[src/rtl/slt_pkg.sv]
// Shared types, character codes and helpers for the shell line tokenizer.
package slt_pkg;

  localparam logic [7:0] CH_LPAREN = 8'h28;
  localparam logic [7:0] CH_RPAREN = 8'h29;
  localparam logic [7:0] CH_LESS   = 8'h3C;
  localparam logic [7:0] CH_GREATER = 8'h3E;
  localparam logic [7:0] CH_SEMI   = 8'h3B;
  localparam logic [7:0] CH_PIPE   = 8'h7C;
  localparam logic [7:0] CH_QUOTE  = 8'h22;
  localparam logic [7:0] CH_SPACE  = 8'h20;

  localparam logic OP_CHAR = 1'b0;
  localparam logic OP_EOL  = 1'b1;

  typedef enum logic [1:0] {
    S_IDLE,
    S_REPLAY,
    S_SPECIAL,
    S_SUMMARY
  } slt_state_t;

  // What follows once the buffered token has been replayed.
  typedef enum logic [1:0] {
    AFTER_NONE,
    AFTER_SPECIAL,
    AFTER_SUMMARY
  } slt_after_t;

  typedef struct packed {
    logic in_ready;
    logic capture;
    logic append;
    logic quote_set;
    logic quote_clr;
    logic clear_tok;
    logic rd_start;
    logic emit_tok;
    logic tok_last;
    logic emit_special;
    logic emit_summary;
    logic bump;
    logic line_clear;
  } slt_cmd_t;

  typedef struct packed {
    logic in_valid;
    logic in_op;
    logic is_quote;
    logic is_space;
    logic is_special;
    logic quote_open;
    logic fill_zero;
    logic idx_last;
    logic out_free;
  } slt_status_t;

  function automatic logic is_special_char(input logic [7:0] c);
    return (c == CH_LPAREN) || (c == CH_RPAREN) || (c == CH_LESS) ||
           (c == CH_GREATER) || (c == CH_SEMI) || (c == CH_PIPE);
  endfunction

endpackage

[src/rtl/slt_if.sv]
// Valid/ready channel interfaces for line characters and token results.
interface slt_char_if;
  logic       valid;
  logic       ready;
  logic       op;
  logic [7:0] in_char;

  modport source (output valid, op, in_char, input ready);
  modport sink   (input valid, op, in_char, output ready);
endinterface

interface slt_token_if;
  logic       valid;
  logic       ready;
  logic [7:0] out_char;
  logic       token_end;
  logic       token_truncated;
  logic       line_done;
  logic [7:0] line_token_count;
  logic       last_of_run;

  modport source (output valid, out_char, token_end, token_truncated, line_done,
                  line_token_count, last_of_run, input ready);
  modport sink   (input valid, out_char, token_end, token_truncated, line_done,
                  line_token_count, last_of_run, output ready);
endinterface

[src/rtl/slt_datapath.sv]
// Tokenizer datapath: token buffer memory, counters, quote flag, output register.
module slt_datapath #(
  parameter int TOKEN_BUFFER_DEPTH = 32,
  parameter int COUNT_LIMIT        = 255
) (
  input  logic                clk,
  input  logic                rst,
  input  slt_pkg::slt_cmd_t   cmd,
  output slt_pkg::slt_status_t st,
  slt_char_if.sink            chars,
  slt_token_if.source         tokens
);
  import slt_pkg::*;

  localparam int IW = (TOKEN_BUFFER_DEPTH > 1) ? $clog2(TOKEN_BUFFER_DEPTH) : 1;
  localparam int FW = $clog2(TOKEN_BUFFER_DEPTH + 1);

  logic [7:0]    mem [TOKEN_BUFFER_DEPTH];
  logic [7:0]    rd_data;
  logic [FW-1:0] fill;
  logic          ovf;
  logic          quote_open;
  logic [7:0]    count;
  logic [IW-1:0] idx;
  logic [7:0]    held_char;

  logic          out_valid;
  logic [7:0]    out_char;
  logic          out_end;
  logic          out_trunc;
  logic          out_done;
  logic [7:0]    out_count;
  logic          out_last;

  logic [FW-1:0] idx_ext;
  logic          fill_full;
  logic          idx_last;
  logic          rd_next;
  logic          load;

  assign idx_ext   = FW'(idx);
  assign fill_full = (fill == FW'(TOKEN_BUFFER_DEPTH));
  assign idx_last  = ((idx_ext + FW'(1)) == fill);
  assign rd_next   = cmd.emit_tok && !idx_last;
  assign load      = cmd.emit_tok || cmd.emit_special || cmd.emit_summary;

  assign chars.ready = cmd.in_ready;

  always_comb begin
    st.in_valid   = chars.valid;
    st.in_op      = chars.op;
    st.is_quote   = (chars.in_char == CH_QUOTE);
    st.is_space   = (chars.in_char == CH_SPACE);
    st.is_special = is_special_char(chars.in_char);
    st.quote_open = quote_open;
    st.fill_zero  = (fill == '0);
    st.idx_last   = idx_last;
    st.out_free   = !out_valid || tokens.ready;
  end

  // token buffer: one write port, one registered read port
  always_ff @(posedge clk) begin
    if (cmd.append && !fill_full) begin
      mem[fill[IW-1:0]] <= chars.in_char;
    end
    if (cmd.rd_start) begin
      rd_data <= mem[0];
    end else if (rd_next) begin
      rd_data <= mem[idx + IW'(1)];
    end
  end

  always_ff @(posedge clk) begin
    if (cmd.capture) begin
      held_char <= chars.in_char;
    end
    if (cmd.rd_start) begin
      idx <= '0;
    end else if (rd_next) begin
      idx <= idx + IW'(1);
    end
  end

  always_ff @(posedge clk) begin
    if (rst) begin
      fill       <= '0;
      ovf        <= 1'b0;
      quote_open <= 1'b0;
      count      <= '0;
    end else begin
      if (cmd.line_clear || cmd.clear_tok) begin
        fill <= '0;
        ovf  <= 1'b0;
      end else if (cmd.append) begin
        if (fill_full) begin
          ovf <= 1'b1;
        end else begin
          fill <= fill + FW'(1);
        end
      end
      if (cmd.line_clear || cmd.quote_clr) begin
        quote_open <= 1'b0;
      end else if (cmd.quote_set) begin
        quote_open <= 1'b1;
      end
      if (cmd.line_clear) begin
        count <= '0;
      end else if (cmd.bump && (count < 8'(COUNT_LIMIT))) begin
        count <= count + 8'd1;
      end
    end
  end

  // output register
  always_ff @(posedge clk) begin
    if (rst) begin
      out_valid <= 1'b0;
    end else if (load) begin
      out_valid <= 1'b1;
    end else if (tokens.ready) begin
      out_valid <= 1'b0;
    end
  end

  always_ff @(posedge clk) begin
    if (cmd.emit_tok) begin
      out_char  <= rd_data;
      out_end   <= idx_last;
      out_trunc <= ovf;
      out_done  <= 1'b0;
      out_count <= '0;
      out_last  <= cmd.tok_last && idx_last;
    end else if (cmd.emit_special) begin
      out_char  <= held_char;
      out_end   <= 1'b1;
      out_trunc <= 1'b0;
      out_done  <= 1'b0;
      out_count <= '0;
      out_last  <= 1'b1;
    end else if (cmd.emit_summary) begin
      out_char  <= '0;
      out_end   <= 1'b0;
      out_trunc <= 1'b0;
      out_done  <= 1'b1;
      out_count <= count;
      out_last  <= 1'b1;
    end
  end

  assign tokens.valid            = out_valid;
  assign tokens.out_char         = out_char;
  assign tokens.token_end        = out_end;
  assign tokens.token_truncated  = out_trunc;
  assign tokens.line_done        = out_done;
  assign tokens.line_token_count = out_count;
  assign tokens.last_of_run      = out_last;

`ifndef SYNTHESIS
  a_fill_bound: assert property (@(posedge clk) disable iff (rst)
    fill <= FW'(TOKEN_BUFFER_DEPTH))
    else $error("token fill beyond buffer depth");
  a_ovf_full: assert property (@(posedge clk) disable iff (rst)
    ovf |-> fill_full)
    else $error("overflow flag set with room left in buffer");
  a_read_in_range: assert property (@(posedge clk) disable iff (rst)
    cmd.emit_tok |-> (idx_ext < fill))
    else $error("replay reads past buffered token");
  a_count_bound: assert property (@(posedge clk) disable iff (rst)
    count <= 8'(COUNT_LIMIT))
    else $error("token count above limit");
  a_line_clear: assert property (@(posedge clk) disable iff (rst)
    cmd.line_clear |=> (count == '0) && (fill == '0) && !quote_open)
    else $error("line state not cleared after summary");
`endif

endmodule

[src/rtl/slt_controller.sv]
// Tokenizer controller: accepts characters, sequences replay and summary transfers.
module slt_controller (
  input  logic                 clk,
  input  logic                 rst,
  input  slt_pkg::slt_status_t st,
  output slt_pkg::slt_cmd_t    cmd
);
  import slt_pkg::*;

  slt_state_t state, state_next;
  slt_after_t after, after_next;
  logic       accept;

  always_ff @(posedge clk) begin
    if (rst) begin
      state <= S_IDLE;
      after <= AFTER_NONE;
    end else begin
      state <= state_next;
      after <= after_next;
    end
  end

  assign accept = st.in_valid && (state == S_IDLE);

  always_comb begin
    cmd        = '0;
    state_next = state;
    after_next = after;
    case (state)
      S_IDLE: begin
        cmd.in_ready = 1'b1;
        cmd.capture  = accept;
        if (accept) begin
          if (st.in_op == OP_EOL) begin
            if (!st.quote_open && !st.fill_zero) begin
              cmd.rd_start = 1'b1;
              after_next   = AFTER_SUMMARY;
              state_next   = S_REPLAY;
            end else begin
              state_next = S_SUMMARY;
            end
          end else if (st.is_quote) begin
            if (!st.quote_open) begin
              cmd.quote_set = 1'b1;
              cmd.clear_tok = 1'b1;
            end else begin
              cmd.quote_clr = 1'b1;
              if (!st.fill_zero) begin
                cmd.rd_start = 1'b1;
                after_next   = AFTER_NONE;
                state_next   = S_REPLAY;
              end
            end
          end else if (!st.quote_open && (st.is_space || st.is_special)) begin
            if (!st.fill_zero) begin
              cmd.rd_start = 1'b1;
              after_next   = st.is_special ? AFTER_SPECIAL : AFTER_NONE;
              state_next   = S_REPLAY;
            end else if (st.is_special) begin
              state_next = S_SPECIAL;
            end
          end else begin
            cmd.append = 1'b1;
          end
        end
      end
      S_REPLAY: begin
        if (st.out_free) begin
          cmd.emit_tok = 1'b1;
          cmd.tok_last = (after == AFTER_NONE);
          if (st.idx_last) begin
            cmd.clear_tok = 1'b1;
            cmd.bump      = 1'b1;
            case (after)
              AFTER_SPECIAL: state_next = S_SPECIAL;
              AFTER_SUMMARY: state_next = S_SUMMARY;
              default:       state_next = S_IDLE;
            endcase
          end
        end
      end
      S_SPECIAL: begin
        if (st.out_free) begin
          cmd.emit_special = 1'b1;
          cmd.bump         = 1'b1;
          state_next       = S_IDLE;
        end
      end
      S_SUMMARY: begin
        if (st.out_free) begin
          cmd.emit_summary = 1'b1;
          cmd.line_clear   = 1'b1;
          state_next       = S_IDLE;
        end
      end
      default: begin
        state_next = S_IDLE;
      end
    endcase
  end

`ifndef SYNTHESIS
  a_emit_needs_room: assert property (@(posedge clk) disable iff (rst)
    (cmd.emit_tok || cmd.emit_special || cmd.emit_summary) |-> st.out_free)
    else $error("result loaded while output register is occupied");
  a_replay_has_data: assert property (@(posedge clk) disable iff (rst)
    (state == S_REPLAY) |-> !st.fill_zero)
    else $error("replay with empty token buffer");
  a_eol_leads_summary: assert property (@(posedge clk) disable iff (rst)
    (accept && (st.in_op == OP_EOL)) |=> ((state == S_SUMMARY) ||
      ((state == S_REPLAY) && (after == AFTER_SUMMARY))))
    else $error("end of line not followed by summary");
`endif

endmodule

[src/rtl/shell_line_tokenizer.sv]
// Top level of the shell command line tokenizer.
//
// Usage:
//   chars  : one transfer per line byte (op = 0, in_char) and a final transfer
//            with op = 1 marking end of line.
//   tokens : one transfer per emitted token character, plus one line_done
//            summary per line carrying the saturating token count.
//            last_of_run marks the final result caused by an input transfer.
// Timing:
//   An ordinary byte is absorbed into the token buffer. A delimiter, closing
//   quote or end of line with buffered bytes holds chars.ready low while
//   they are replayed and while an operator token or the summary follows,
//   stretched by any receiver stall. Replay runs one byte per cycle unless
//   the receiver stalls, set by the single read port of the token buffer;
//   its first byte goes via the read register to the output register.
// Reset (rst, synchronous): clears quote state, fill, overflow and count; the
//   buffer itself needs no clearing pass since only filled entries are read.
// Stalls: a result waits in the output register while tokens.ready is low;
//   replay pauses and resumes without loss.
module shell_line_tokenizer #(
  parameter int TOKEN_BUFFER_DEPTH = 32,
  parameter int COUNT_LIMIT        = 255
) (
  input  logic        clk,
  input  logic        rst,
  slt_char_if.sink    chars,
  slt_token_if.source tokens
);
  import slt_pkg::*;

  // command and status between the control FSM and the datapath
  slt_cmd_t    cmd;
  slt_status_t st;

  slt_controller u_ctrl (
    .clk (clk),
    .rst (rst),
    .st  (st),
    .cmd (cmd)
  );

  slt_datapath #(
    .TOKEN_BUFFER_DEPTH (TOKEN_BUFFER_DEPTH),
    .COUNT_LIMIT        (COUNT_LIMIT)
  ) u_dp (
    .clk    (clk),
    .rst    (rst),
    .cmd    (cmd),
    .st     (st),
    .chars  (chars),
    .tokens (tokens)
  );

endmodule

[src/flat_wrapper.sv]
// flat-port wrapper written by rule: the top's interface ports become plain ports
module shell_line_tokenizer_flat import slt_pkg::*;
#(
  parameter int TOKEN_BUFFER_DEPTH = 32,
  parameter int COUNT_LIMIT        = 255
)
  (clk, rst, chars_valid, chars_op, chars_in_char, chars_ready, tokens_valid, tokens_out_char, tokens_token_end, tokens_token_truncated, tokens_line_done, tokens_line_token_count, tokens_last_of_run, tokens_ready);
  slt_char_if chars_i ();
  slt_token_if tokens_i ();
  input  logic clk;
  input  logic rst;
  input wire logic [$bits(chars_i.valid)-1:0] chars_valid;
  input wire logic [$bits(chars_i.op)-1:0] chars_op;
  input wire logic [$bits(chars_i.in_char)-1:0] chars_in_char;
  output wire logic [$bits(chars_i.ready)-1:0] chars_ready;
  output wire logic [$bits(tokens_i.valid)-1:0] tokens_valid;
  output wire logic [$bits(tokens_i.out_char)-1:0] tokens_out_char;
  output wire logic [$bits(tokens_i.token_end)-1:0] tokens_token_end;
  output wire logic [$bits(tokens_i.token_truncated)-1:0] tokens_token_truncated;
  output wire logic [$bits(tokens_i.line_done)-1:0] tokens_line_done;
  output wire logic [$bits(tokens_i.line_token_count)-1:0] tokens_line_token_count;
  output wire logic [$bits(tokens_i.last_of_run)-1:0] tokens_last_of_run;
  input wire logic [$bits(tokens_i.ready)-1:0] tokens_ready;
  assign chars_i.valid = chars_valid;
  assign chars_i.op = chars_op;
  assign chars_i.in_char = chars_in_char;
  assign chars_ready = chars_i.ready;
  assign tokens_valid = tokens_i.valid;
  assign tokens_out_char = tokens_i.out_char;
  assign tokens_token_end = tokens_i.token_end;
  assign tokens_token_truncated = tokens_i.token_truncated;
  assign tokens_line_done = tokens_i.line_done;
  assign tokens_line_token_count = tokens_i.line_token_count;
  assign tokens_last_of_run = tokens_i.last_of_run;
  assign tokens_i.ready = tokens_ready;
  shell_line_tokenizer #(.TOKEN_BUFFER_DEPTH(TOKEN_BUFFER_DEPTH), .COUNT_LIMIT(COUNT_LIMIT)) u_core (.clk(clk), .rst(rst), .chars(chars_i), .tokens(tokens_i));
endmodule
[config.mk]
export PLATFORM = sky130hd
export DESIGN_NAME = shell_line_tokenizer_flat
export DESIGN_NICKNAME = d
export VERILOG_FILES = /design/src/rtl/slt_pkg.sv /design/src/rtl/slt_if.sv /design/src/rtl/slt_datapath.sv /design/src/rtl/slt_controller.sv /design/src/rtl/shell_line_tokenizer.sv /design/src/flat_wrapper.sv
export SDC_FILE = /design/constraint.sdc
export NUM_CORES = 1
export LEC_CHECK = 0
export BUFFER_PORTS_ARGS = -buffer_cell sky130_fd_sc_hd__buf_2
export CAP_MARGIN = 10
export CORE_ASPECT_RATIO = 0.6
export CORE_MARGIN = 2
export CORE_UTILIZATION = 62
export CTS_CLUSTER_DIAMETER = 100
export DETAILED_ROUTE_END_ITERATION = 10
export PLACE_DENSITY = 0.89
export SLEW_MARGIN = 10
export SYNTH_ARGS = -nofsm -noshare
export SYNTH_HDL_FRONTEND = slang
export SYNTH_SLANG_ARGS = --single-unit
[constraint.sdc]
create_clock -name clk -period 4 [get_ports clk]
set_clock_uncertainty 0.15 [all_clocks]
set_input_delay 0.8 -clock clk [delete_from_list [all_inputs] [get_ports clk]]
set_output_delay 0.8 -clock clk [all_outputs]
set_load 0.02 [all_outputs]
# --- Word-level counts from Yosys, hierarchy flattened ---
# Memory sizes are Yosys's and may differ from the RTL's.
# Cells that the tools add are included.
totals:
  ramBits: 256
  mem_count: 1
  in_bits: 13
  output_inout_bits: 22
  regBits: 62
  wordCells: 151
memory_table:
  columns: ["name", "depth", "width", "rd", "rd_ports_with_merged_regs", "wr", "line_no", "rtl"]
  rows:
  - ["u_core.u_dp.mem", 32, 8, 2, 0, 1, "slt_datapath.sv:18", "logic [7:0] mem [TOKEN_BUFFER_DEPTH];"]
op_classes:
  eq_ne: 26
  bitwise: 1
  n_lt_le_gt_ge: 1
  n_reduce_logical: 39
  add_sub_neg: 4
  muxes: 63
op_table:
  columns: ["op", "count"]
  rows:
  - ["== test 8 x 6 -> 1 bit, second input constant", 7]
  - ["2-to-1 mux 2 bit", 21]
  - ["2-to-1 mux 8 bit", 5]
  - ["2-to-1 mux 1 bit", 29]
  - ["inequality test 4 bit, second input constant", 3]
  - ["logical OR 1 bit", 11]
  - ["2-to-1 mux 5 bit", 2]
  - ["OR reduction 2 bit", 5]
  - ["adder 8 x 1 -> 8 bit, second input constant", 1]
  - ["== test 8 x 7 -> 1 bit, second input constant", 1]
  - ["less-than comparator 8 bit, second input constant", 1]
  - ["AND reduction 8 bit", 1]
  - ["logical AND 1 bit", 7]
  - ["adder 5 x 1 -> 6 bit, second input constant", 1]
  - ["adder 6 x 1 -> 6 bit, second input constant", 1]
  - ["== test 2 bit, second input constant", 3]
  - ["== test 6 bit", 1]
  - ["== test 6 bit, second input constant", 1]
  - ["zero test 6 bit", 1]
  - ["inequality test 2 x 1 -> 1 bit, second input constant", 3]
  - ["inequality test 2 bit, second input constant", 3]
  - ["case mux 2 bit (3 select lines)", 1]
  - ["AND reduction 6 bit", 1]
  - ["nonzero test 3 bit", 2]
  - ["other kinds (13)", 22]

# --- Longest topological paths before layout ---
# Gate-level depths: netlist (run 1).
depth:
  word_depth: 16
  depth_mapped: 9
  depth_no_buf: 8

# --- By module ---
# A second synthesis (run 1) with hierarchy kept.
unflattened:
  hier_cells: 801
  area_unflattened_um2: 13461.7
by_module_without_submodules:
  columns: ["mod", "instances", "area_each_um2", "cells_each", "seq_area_each_um2"]
  rows:
  - ["slt_datapath", 1, 12949.9, 738, 9118.7]
  - ["slt_controller", 1, 511.7, 63, 80.1]

# --- Least setup slack after synthesis (run 1) ---
# Ideal clock, no wire load.
synth_path:
  path_type: "input-to-reg"
  start: "input port chars_in_char[1]"
  end: "memory u_core.u_dp.mem[30][0], enable pin"
  arrival_time_ns: 2.451
  setup_ns: 0.370
  path_slack_ns: 1.029
  n_path_buf: 1
  cell_stages: 7
  required_time_ns: 3.480
  path_cell_list: "nand2b_1 -> a311o_1 -> a41oi_2 -> and2_0 -> buf_2 -> nand2_1 -> nor2_1"
synth_via:
  elab_chain_len: 16
  word_cells_on_any_way: 23
  classes_between: "eq/ne: 8; mux: 7; reduce/logical: 8"
synth_lines:
  columns: ["item", "line_no", "rtl"]
  rows:
  - ["from (decl)", "flat_wrapper.sv:14", "input wire logic [$bits(chars_i.in_char)-1:0] chars_in_char;"]
  - ["== test 8 x 6 -> 1 bit", "slt_pkg.sv:59", "return (c == CH_LPAREN) || (c == CH_RPAREN) || (c == CH_LESS) ||"]
  - ["logical OR 1 bit (3 in a row)", "slt_pkg.sv:59", null]
  - ["logical OR 1 bit (2 in a row)", "slt_pkg.sv:60", "(c == CH_GREATER) || (c == CH_SEMI) || (c == CH_PIPE);"]
  - ["logical OR 1 bit", "slt_controller.sv:55", "end else if (!st.quote_open && (st.is_space || st.is_special)) begin"]
  - ["logical AND 1 bit", "slt_controller.sv:55", null]
  - ["2-to-1 mux 1 bit", "slt_controller.sv:55", null]
  - ["2-to-1 mux 1 bit *", "slt_controller.sv:43", "end else if (st.is_quote) begin"]
  - ["2-to-1 mux 4 bit *", "slt_controller.sv:35", "if (st.in_op == OP_EOL) begin"]
  - ["2-to-1 mux 5 bit *", "slt_controller.sv:34", "if (accept) begin"]
  - ["2-to-1 mux 5 bit *", "slt_controller.sv:30", "case (state)"]
  - ["logical AND 1 bit *", "slt_datapath.sv:63", "if (cmd.append && !fill_full) begin"]
  - ["2-to-1 mux 1 bit *", "slt_datapath.sv:63", null]
  - ["2-to-1 mux 1 bit (not written as such) *", "slt_datapath.sv:64", "mem[fill[IW-1:0]] <= chars.in_char;"]
  - ["to (decl)", "slt_datapath.sv:18", null]
# Every way passes the cells marked *; elsewhere a longest branch is shown, timed or not.

# --- Worst setup path after layout (run 1) ---
layout_path:
  start: "register u_core.u_ctrl.state[1]"
  end: "memory u_core.u_dp.mem[22][2], enable pin"
layout_via:
  elab_chain_len: 7
layout_lines:
  columns: ["item", "line_no", "rtl"]
  rows:
  - ["from (decl)", "slt_controller.sv:10", "slt_state_t state, state_next;"]
  - ["from (signal assigned)", "slt_controller.sv:19", "state <= state_next;"]
  - ["zero test 2 bit *", "slt_controller.sv:24, slt_controller.sv:30", null]
  - ["logical AND 1 bit", "slt_controller.sv:24", "assign accept = st.in_valid && (state == S_IDLE);"]
  - ["2-to-1 mux 5 bit", "slt_controller.sv:34", null]
  - ["2-to-1 mux 5 bit *", "slt_controller.sv:30", null]
  - ["logical AND 1 bit *", "slt_datapath.sv:63", null]
  - ["2-to-1 mux 1 bit *", "slt_datapath.sv:63", null]
  - ["2-to-1 mux 1 bit (not written as such) *", "slt_datapath.sv:64", null]
# Marked as above.

==> PnR_summary.wiki, run 1 <==
{| class="wikitable"
! Metric !! Value
|-
| Resized cells post-CTS || 0
|-
| Gr ovfl total || 0
|-
| Setup violation total in the final timing report || 0
|-
| Final-layout worst hold slack || 312 ps
|-
| Clk Latency, worst-skew pair || 540 ps
|-
| Origin of the worst setup path || u_core.u_ctrl.state[1]
|-
| Number of buffers inserted by hold repair at cts || 0
|-
| Pre-CTS WS || 317 ps
|-
| Setup repair after global routing missed its margin || no
|-
| Number of buffers inserted during clock tree synthesis || 26
|-
| Met3 demand-to-capacity share in global routing || 5.40%
|-
| Floorplan die height || 117 um
|-
| Clock Pin Slew Worst Setup and Hold Paths || 70 ps
|-
| Post-Synthesis Cells || 754
|-
| Depth of the critical timing path with buffers and inverters included || 9
|-
| Number of H-tree branching levels || 1
|-
| Portion of netlist area occupied by mux cells || 13.9%
|-
| Share of layout cells above drive strength 1 || 24.1%
|-
| Count of TritonRoute iterations in the first routing pass || 5
|-
| Critical Path Start Type || register
|-
| Yosys top cell by area || edfxtp_1
|-
| Post-synthesis instance area || 13200 um^2
|-
| Dpl hpwl || 19300 um
|-
| FILL cells || 1233
|-
| DRC || 0
|-
| Horizontal die dimension || 192 um
|-
| GR met1 Demand/Resource || 40.4%
|-
| Max capacitance violation total || 0
|-
| Pin count of the biggest net entering global routing || 66
|-
| Parity-gate share of the synthesized area counting xor and xnor cells || 1.60%
|-
| Post-synthesis sequential element count || 318
|-
| Initial DRC count || 1140
|-
| Min Clock Period, post-route || 3110 ps
|-
| Routed via count divided by cell count || 6.66
|-
| Top area cells in the synthesized netlist || edfxtp_1 (65%), mux4_2 (11%), dfxtp_1 (5.3%)
|-
| Area overhead of the layout relative to synthesis || 11.4%
|-
| Antenna Cells || 0
|-
| GR peak layer || met2
|-
| # IOs || 35
|-
| Most instantiated flip-flop cell in the synthesis netlist || edfxtp_1
|-
| Compound-cell area share of the yosys netlist || 4.93%
|-
| Transition time at the pin with the least slew margin || 903 ps
|-
| Starting density of the core || 62.9%
|-
| Sequential share of the synthesized area || 69.8%
|-
| Arithmetic-cell share of the synthesized area counting full adders, half adders and majority gates || 1.14%
|-
| Fraction of post-synthesis cell area in the top cell type by area || 64.5%
|-
| Placer Congestion || 0.966
|-
| Area fraction in and, or, nand and nor cells after synthesis || 6.71%
|-
| Slowest cell on the critical path || a311o_1
|-
| Cell-by-cell trace of the critical path || inv_1, ha_1, nand2_1, a311o_1, a41oi_2, and2_0, nand2_1, nor2_1, buf_4
|-
| Peak per-stage delay on the critical path || 390 ps
|-
| Number of nets still failing antenna checks after routing || 0
|-
| Combinational family with the most area after synthesis || multiplexers
|-
| Last element of the critical path || u_core.u_dp.mem[22][2]
|-
| Relative slew margins || 38.1%
|-
| Post-Route WL || 29600 um
|-
| Clock Sinks || 318
|-
| Worst r2r path cells || 9
|-
| Delay-heaviest family, CP || simple AND/OR/NAND/NOR gates
|-
| Routed wirelength normalized by instance count || 26.4 um
|-
| Synth cell count leaders || edfxtp_1 (283), mux4_2 (64), nor2_1 (50)
|-
| Total power per unit cell area || 617 nW/um^2
|-
| Pleak || 0.00474 uW
|-
| Maximum buffer depth of the clock tree || 3
|-
| Type of destination of the critical path || register
|-
| HP Class || reg -> reg
|-
| Number of nets in the finished design || 847
|-
| Data required time at the worst endpoint || 4090 ps
|-
| Number of global-route vias before repair || 7231
|-
| Die area || 22500 um^2
|-
| Met2 usage in global routing || 41.3%
|-
| Final cell utilization of the core || 70.1%
|-
| Critical setup path kind || reg -> reg
|-
| Biggest fanout along the worst timing path || 8
|-
| Row count || 41
|-
| Period Utilization, post-route || 77.7%
|-
| Total number of yosys warnings || 0
|-
| Number of antenna violations at the first check in global routing || 0
|-
| Worst Path Buf+Inv || 2
|-
| Global-route wire length before repair || 44000 um
|-
| Final Slew Violations || 0
|-
| Arrival @ worst endpoint || 3200 ps
|-
| Setup bufs post-CTS || 0
|-
| R2r endpoint || u_core.u_dp.mem[22][2]
|-
| Avg Cell Area, Syn || 17.5 um^2
|-
| Final Hold Vio Count || 0
|-
| CP most frequent cell || nand2_1
|-
| Number of buffers inserted by port buffering || 34
|-
| Reg-to-reg setup timing slack || 890 ps
|-
| Clock root buffer || clkbuf_16
|-
| Final setup slack of the worst path || 892 ps
|-
| Number of enable flip-flop cells after synthesis || 283
|-
| VDD IR max || 0.442 mV
|-
| Total negative slack || 0 ps
|-
| Number of library cell types mapped by synthesis || 70
|-
| Proportion of register bits with asynchronous set or reset after synthesis || 0%
|-
| Vias after detailed routing || 7459
|-
| Core area || 20900 um^2
|-
| Top achievable clock speed || 0.322 GHz
|-
| Library cell with the highest instance count after synthesis || edfxtp_1
|-
| Post-Synthesis Net Count || 779
|-
| Gr usage total || 27.0%
|-
| TritonCTS clock tree || yes
|-
| Status || finished, final reports clean
|-
| Launch point of the worst reg-to-reg path || u_core.u_ctrl.state[1]
|}
per-stage QoR:
stage	area, um^2	std cells	total power (uW)
after detailed placement	13900	1073	6620
after CTS	14700	1120	9080
final	14700	1120	9060
after floorplan	13200	754	5910
after global placement	13900	1073	6530
after global routing	14700	1120	9370
logic make-up (layout without fill, tap and decap cells):
family,Yosys count,in the layout
muxes,100,100
and+or+nand+nor,167,167
DFF,318,318
xor gates and xnor gates,21,21
adders and majority gates,12,12
buffers and inverters,49,136
AOI/OAI and AO/OA,87,87
flip-flops by register name, indices dropped and copies added, names as in the netlist:
name	count
u_core.u_ctrl.after	2
u_core.u_ctrl.state	2
u_core.u_dp.count	8
u_core.u_dp.fill	6
u_core.u_dp.held_char	8
u_core.u_dp.idx	5
u_core.u_dp.mem	256
u_core.u_dp.ovf	1
u_core.u_dp.quote_open	1
u_core.u_dp.rd_data	8
u_core.u_dp.tokens.last_of_run	1
u_core.u_dp.tokens.line_done	1
u_core.u_dp.tokens.line_token_count	8
u_core.u_dp.tokens.out_char	8
u_core.u_dp.tokens.token_end	1
u_core.u_dp.tokens.token_truncated	1
u_core.u_dp.tokens.valid	1
cell type report:
| type | instances | area [um^2] | area share [%] |
|---|---|---|---|
| multi-input cells | 387 | 3720 | 25.4 |
| repair buffers | 79 | 558 | 3.80 |
| clock inverters | 14 | 109 | 0.742 |
| flip-flops and latches | 318 | 9200 | 62.7 |
| well taps | 279 | 349 | 2.38 |
| inverters | 10 | 37.5 | 0.256 |
| clock buffers | 33 | 698 | 4.76 |
per-layer routing:
layer | vias to the layer above | part of all wire, %
li1 | 3138 | -
met1 | 3765 | 41
met2 | 502 | 46
met3 | 54 | 10
met4 | 0 | 2.2
met5 | - | 0
tightest hold or removal path: stages (launching register included):
cell and delay (ps):
dfxtp_1 310, nand2_1 50, a21oi_1 50
how the worst min path moves through the flow:
stage	endpoint	start	depth (start not counted)
6_report	u_core.u_dp.tokens.line_token_count[6]	u_core.u_dp.tokens.line_token_count[6]	2
5_1_grt	u_core.u_dp.tokens.line_token_count[4]	u_core.u_dp.tokens.line_token_count[4]	2
4_1_cts	u_core.u_dp.tokens.line_token_count[2]	u_core.u_dp.tokens.line_token_count[2]	2
3_5_place_dp	u_core.u_dp.tokens.line_token_count[2]	u_core.u_dp.tokens.line_token_count[2]	2
3_3_place_gp	u_core.u_dp.tokens.line_token_count[6]	u_core.u_dp.tokens.line_token_count[6]	2
2_1_floorplan	u_core.u_dp.ovf	u_core.u_dp.ovf	2
placed cells by master, fill, tap and decap left out, types with 5 or more instances in the layout:
master	count
dfxtp_1	34
a21oi_1	23
nand3b_1	5
ha_1	11
mux4_2	64
a32o_1	8
a22o_1	8
and2_1	5
edfxtp_1	283
a221oi_1	8
o21ai_0	8
clkbuf_1	6
clkbuf_16	27
xor2_1	9
mux2i_1	28
clkinv_1	9
nand2_1	46
nand3_1	15
buf_4	41
nor2_1	50
o31ai_1	6
nor3_1	5
xnor2_1	10
buf_2	34
inv_1	10
where the power goes:
| part | internal, uW | switching (uW) |
|---|---|---|
| logic | 1220 | 1440 |
| clock network | 1360 | 1110 |
| registers | 3830 | 89.5 |
No activity file was read; power rests on OpenSTA's default activity.
==> run 2: changes to the inputs <==
==> constraint.sdc (replaced) <==
create_clock -name clk -period 3 [get_ports clk]
set_clock_uncertainty 0.15 [all_clocks]
set_input_delay 0.6 -clock clk [delete_from_list [all_inputs] [get_ports clk]]
set_output_delay 0.6 -clock clk [all_outputs]
set_load 0.02 [all_outputs]
==> run 2 against run 1 <==
Setup slack worse by 720 ps. Sequential power increased by 34%. Critical endpoint is now u_core.u_dp.rd_data[2]. Non-clock buffer count rose by 19. Largest power group unchanged. Critical path depth down 2.
==> PnR_summary.wiki, run 2 (synthesis results as in run 1) <==
{| class="wikitable"
! Metric !! Value
|-
| Status || finished, final reports clean
|-
| Row count || 41
|-
| Pleak || 0.00483 uW
|-
| Count of TritonRoute iterations in the first routing pass || 5
|-
| Relative slew margins || 55.8%
|-
| Pre-CTS WS || 77.6 ps
|-
| Detailed-routed wire length on met3 || 3550 um
|-
| Routed wirelength normalized by instance count || 27.5 um
|-
| Number of nets still failing antenna checks after routing || 0
|-
| Clock Pin Slew Worst Setup and Hold Paths || 70 ps
|-
| Clock root buffer || clkbuf_16
|-
| Gr usage total || 28.7%
|-
| Critical setup path kind || reg -> reg
|-
| Initial DRC count || 1005
|-
| # IOs || 35
|-
| Setup bufs post-CTS || 0
|-
| Post-Route WL || 31400 um
|-
| Register Area || 9200 um^2
|-
| Routed via count divided by cell count || 6.64
|-
| Met2 WL || 14600 um
|-
| Gr ovfl total || 0
|-
| Max reg flops || 256
|-
| Clk Latency, worst-skew pair || 550 ps
|-
| Core area || 20900 um^2
|-
| HP Class || in -> reg
|-
| Min Clock Period, post-route || 2830 ps
|-
| Final setup slack of the worst path || 169 ps
|-
| Maximum buffer depth of the clock tree || 3
|-
| Share of layout cells above drive strength 1 || 25.7%
|-
| Biggest fanout along the worst timing path || 25
|-
| Max capacitance violation total || 0
|-
| Total power per unit cell area || 823 nW/um^2
|-
| Starting density of the core || 62.9%
|-
| Final Hold Vio Count || 0
|-
| Setup repair after global routing missed its margin || no
|-
| Pin count of the biggest net entering global routing || 49
|-
| Floorplan die height || 117 um
|-
| Antenna Cells || 0
|-
| Number of antenna violations at the first check in global routing || 0
|-
| Data required time at the worst endpoint || 3150 ps
|-
| Total negative slack || 0 ps
|-
| Number of H-tree branching levels || 1
|-
| Period Utilization, post-route || 94.4%
|-
| Number of buffers inserted by port buffering || 34
|-
| DRC || 0
|-
| Top achievable clock speed || 0.353 GHz
|-
| Clock Sinks || 318
|-
| Multi-input gate area || 3720 um^2
|-
| TritonCTS clock tree || yes
|-
| Transition time at the pin with the least slew margin || 662 ps
|-
| Placer Congestion || 0.916
|-
| Wl on met1 || 12400 um
|-
| Final Slew Violations || 0
|-
| Die area || 22500 um^2
|-
| Vias after detailed routing || 7578
|-
| Number of buffers inserted by hold repair at cts || 0
|-
| Area overhead of the layout relative to synthesis || 12.4%
|-
| Critical Path Start Type || register
|-
| Number of global-route vias before repair || 7336
|-
| Leading cell type in the layout, fill and taps excluded || edfxtp_1
|-
| VDD IR max || 0.595 mV
|-
| FILL cells || 1230
|-
| Dpl hpwl || 20300 um
|-
| Uppermost layer routed || met4
|-
| Most frequent cells in the layout || edfxtp_1 (283), mux4_2 (64), buf_4 (61)
|-
| Number of nets in the finished design || 867
|-
| Global-route wire length before repair || 46100 um
|-
| Arrival @ worst endpoint || 2980 ps
|-
| Setup violation total in the final timing report || 0
|-
| Resized cells post-CTS || 0
|-
| Number of buffers inserted during clock tree synthesis || 27
|-
| Type of destination of the critical path || register
|-
| Horizontal die dimension || 192 um
|}
-- run 2: cell types whose count changed in the layout (fill, tap and decap cells not counted), sizes merged --
cell    delta
buf       +19
clkbuf     +3
bufinv     -1
inv        +1
-- run 2: critical path, cell delays in order, from the launching register on --
cell      delay (ps)
dfxtp_1          360
ha_2             390
buf_4            370
mux4_2           380
nand2_1          140
a32o_1           320
a221oi_1         120
mux2_1           340
-- run 2: metrics by stage --
step / total power, uW / instances / hold WS, ps / area (um^2) / util [%]
global placement: 8760 / 1092 / 297 / 14000 / 66.9
CTS: 12200 / 1142 / 133 / 14800 / 70.8
floorplan: 7880 / 754 / 282 / 13200 / -
global route: 12600 / 1142 / 135 / 14800 / 70.8
finish: 12200 / 1142 / 147 / 14800 / 70.8
detailed placement: 8920 / 1092 / 300 / 14000 / 66.9
-- run 2: where the power goes --
group          switching (uW)  internal [uW]
Combinational            2020           1640
Sequential                128           5110
Clock                    1530           1760
-- run 2: worst paths after layout --
kind	endpoint	start	cells past startpoint	slack, ps
worst max register to register	u_core.u_dp.rd_data[2]	u_core.u_dp.idx[1]	7	170
worst max-delay path	u_core.u_dp.rd_data[2]	u_core.u_dp.idx[1]	7	170
worst min-delay path	u_core.u_dp.mem[18][5]	chars_in_char[5]	1	150
worst min register to register	u_core.u_dp.tokens.line_token_count[3]	u_core.u_dp.tokens.line_token_count[3]	2	310
-- run 2: metal layers --
metal,up-vias,track usage [%]
met5,-,0
met4,0,8.50
met3,61,8.53
met2,466,44.3
met1,3867,40.3
li1,3184,-
-- run 2: final cells by class --
| class | count | area share (%) |
|---|---|---|
| sequential | 318 | 62.1 |
| multi-input combinational | 387 | 25.1 |
| inverter | 10 | 0.253 |
| clock buffer | 36 | 4.79 |
| tap | 279 | 2.36 |
| timing repair buffer | 98 | 4.65 |
| clock inverter | 14 | 0.684 |
==> run 3: changes to the inputs <==
--- a/config.mk
+++ b/config.mk
@@ -12,7 +12,7 @@
 export CORE_UTILIZATION = 62
 export CTS_CLUSTER_DIAMETER = 100
 export DETAILED_ROUTE_END_ITERATION = 10
-export PLACE_DENSITY = 0.89
+export PLACE_DENSITY = 0.88
 export SLEW_MARGIN = 10
 export SYNTH_ARGS = -nofsm -noshare
 export SYNTH_HDL_FRONTEND = slang
==> run 3 against run 2 <==
The run now ends with setup timing left. First-iteration DRC count grew 40%. Fmax down 7.6%. Critical path depth increased by 2. Die area stayed put. Global-route usage fell by 0.38 points. Sequential power hardly changed. Combinational power rose by 4%. Routed wire length is essentially flat. Flip-flop and latch count unchanged. Clock power hardly changed. Clock-buffer cell count rose by 3. Critical endpoint is now u_core.u_dp.mem[18][0]. Largest power group unchanged. Highest routed layer unchanged.
==> PnR_summary.wiki, run 3 (synthesis results as in run 1) <==
{| class="wikitable"
! Metric !! Value
|-
| Clock root buffer || clkbuf_16
|-
| Clock Sinks || 318
|-
| Number of nets in the finished design || 863
|-
| Number of buffers inserted during clock tree synthesis || 27
|-
| Biggest fanout along the worst timing path || 8
|-
| Final design area excluding fillers || 14800 um^2
|-
| Leading cell type in the layout, fill and taps excluded || edfxtp_1
|-
| Clock group share of total power || 26.7%
|-
| Pre-CTS WS || -218 ps
|-
| Number of global-route vias before repair || 7281
|-
| Routed wirelength normalized by instance count || 27.6 um
|-
| FILL cells || 1249
|-
| Initial DRC count || 1407
|-
| Count of TritonRoute iterations in the first routing pass || 5
|-
| Core area || 20900 um^2
|-
| Routed via count divided by cell count || 6.75
|-
| Total Power || 12300 uW
|-
| Pint || 8610 uW
|-
| Transition time at the pin with the least slew margin || 1040 ps
|-
| Min Clock Period, post-route || 3060 ps
|-
| HP Class || in -> reg
|-
| Arrival @ worst endpoint || 3070 ps
|-
| Global-route wire length before repair || 45700 um
|-
| Final-layout worst hold slack || 233 ps
|-
| Pin count of the biggest net entering global routing || 58
|-
| Maximum buffer depth of the clock tree || 3
|-
| Floorplan die height || 117 um
|-
| DRC || 0
|-
| Gr ovfl total || 0
|-
| Horizontal die dimension || 192 um
|-
| Total placed instance area || 14000 um^2
|-
| Max reg flops || 256
|-
| Status || complete, but fails checks
|-
| Number of buffers inserted by port buffering || 34
|-
| Antenna Cells || 0
|-
| Launch point of the worst reg-to-reg path || u_core.u_ctrl.state[0]
|-
| Post-Route WL || 31400 um
|-
| Area overhead of the layout relative to synthesis || 12.7%
|-
| Placer Congestion || 0.915
|-
| Clock Pin Slew Worst Setup and Hold Paths || 70 ps
|-
| Top achievable clock speed || 0.326 GHz
|-
| Final Slew Violations || 0
|-
| Dpl hpwl || 21100 um
|-
| Vias after detailed routing || 7679
|-
| # IOs || 35
|-
| Starting density of the core || 62.9%
|-
| Max capacitance violation total || 0
|-
| Switching share of power || 30.0%
|-
| Sequential Power Share || 42.4%
|-
| Type of destination of the critical path || register
|-
| TritonCTS clock tree || yes
|-
| Register Area || 9200 um^2
|-
| Number of H-tree branching levels || 1
|-
| Multi-input gate area || 3780 um^2
|-
| Last element of the critical path || u_core.u_dp.mem[18][0]
|-
| Critical setup path kind || reg -> reg
|-
| Worst r2r path cells || 9
|-
| Gr usage total || 28.3%
|-
| Setup repair after global routing missed its margin || yes
|-
| Die area || 22500 um^2
|-
| NetSw || 3690 uW
|-
| Violations in the final reports || setup timing
|-
| Critical Path Start Type || register
|-
| Number of antenna violations at the first check in global routing || 0
|-
| Period Utilization, post-route || 102%
|-
| Pleak || 0.00481 uW
|-
| Most frequent cells in the layout || edfxtp_1 (283), mux4_2 (64), buf_4 (55)
|-
| Clk Latency, worst-skew pair || 540 ps
|-
| Final Hold Vio Count || 0
|-
| Number of nets still failing antenna checks after routing || 0
|-
| Number of buffers inserted by hold repair at cts || 0
|-
| Setup bufs post-CTS || 0
|-
| Row count || 41
|-
| Origin of the worst setup path || u_core.u_ctrl.state[0]
|-
| Reg-to-reg setup timing slack || -60 ps
|-
| VDD IR max || 0.586 mV
|-
| Share of power burned in combinational logic || 30.9%
|-
| Final setup slack of the worst path || -63.5 ps
|-
| Setup violation total in the final timing report || 16
|-
| Total power per unit cell area || 828 nW/um^2
|-
| Share of layout cells above drive strength 1 || 27.7%
|-
| R2r endpoint || u_core.u_dp.mem[18][0]
|-
| Relative slew margins || 30.5%
|-
| Data required time at the worst endpoint || 3010 ps
|}
run 3: final cells by class:
cell class | instances | area share (%)
Sequential cell | 318 | 62.0
Clock buffer | 39 | 4.99
Multi-Input combinational cell | 388 | 25.5
Tap cell | 279 | 2.35
Inverter | 10 | 0.253
Timing Repair Buffer | 93 | 4.47
Clock inverter | 10 | 0.497
run 3: through the flow:
step                      cells  setup TNS, ps  utilization (%)
after global placement     1087              0             66.8
after CTS                  1136          -91.1             70.7
after global routing       1137          -5650             70.9
after floorplan             754              0                -
final                      1137           -667             70.9
after detailed placement   1087         -19150             66.8
run 3: timing repair:
action,in CTS,in global routing
pin swaps,0,1
resized for setup,5,11
gates cloned,0,1
setup endpoints to repair,52,140
run 3: power by group through the flow:
stage	logic (uW)	registers, uW	clock network [uW]
global route	3990	5240	3460
CTS	3750	5220	3300
finish	3800	5220	3290
floorplan	2490	5390	0
global placement	3590	5300	0
detailed placement	3730	5320	0
run 3: routing by layer:
metal	global-route usage (%)	routed length [um]	up-vias
met4	6.11	649	0
met2	42.9	14200	556
met5	0	0	-
li1	-	-	3175
met1	42.7	12300	3889
met3	6.71	4200	59
run 3: worst min-delay path by stage:
stage	end	from	cells after the start
after CTS	u_core.u_ctrl.after[1]	rst	2
after detailed placement	u_core.u_dp.tokens.line_token_count[3]	u_core.u_dp.tokens.line_token_count[3]	2
after floorplan	u_core.u_dp.ovf	u_core.u_dp.ovf	2
final	u_core.u_ctrl.after[1]	rst	2
after global routing	u_core.u_ctrl.after[1]	rst	2
after global placement	u_core.u_dp.tokens.line_token_count[5]	u_core.u_dp.tokens.line_token_count[5]	2
run 3: worst max-delay path, cell delays in order, from the launching register on:
cell and delay (ps):
dfxtp_1 330, inv_1 110, ha_1 190, nand2_1 130, a311o_1 350, a41oi_2 180, and2_0 300, nand2_1 140
buf_12 170, nor2_1 630
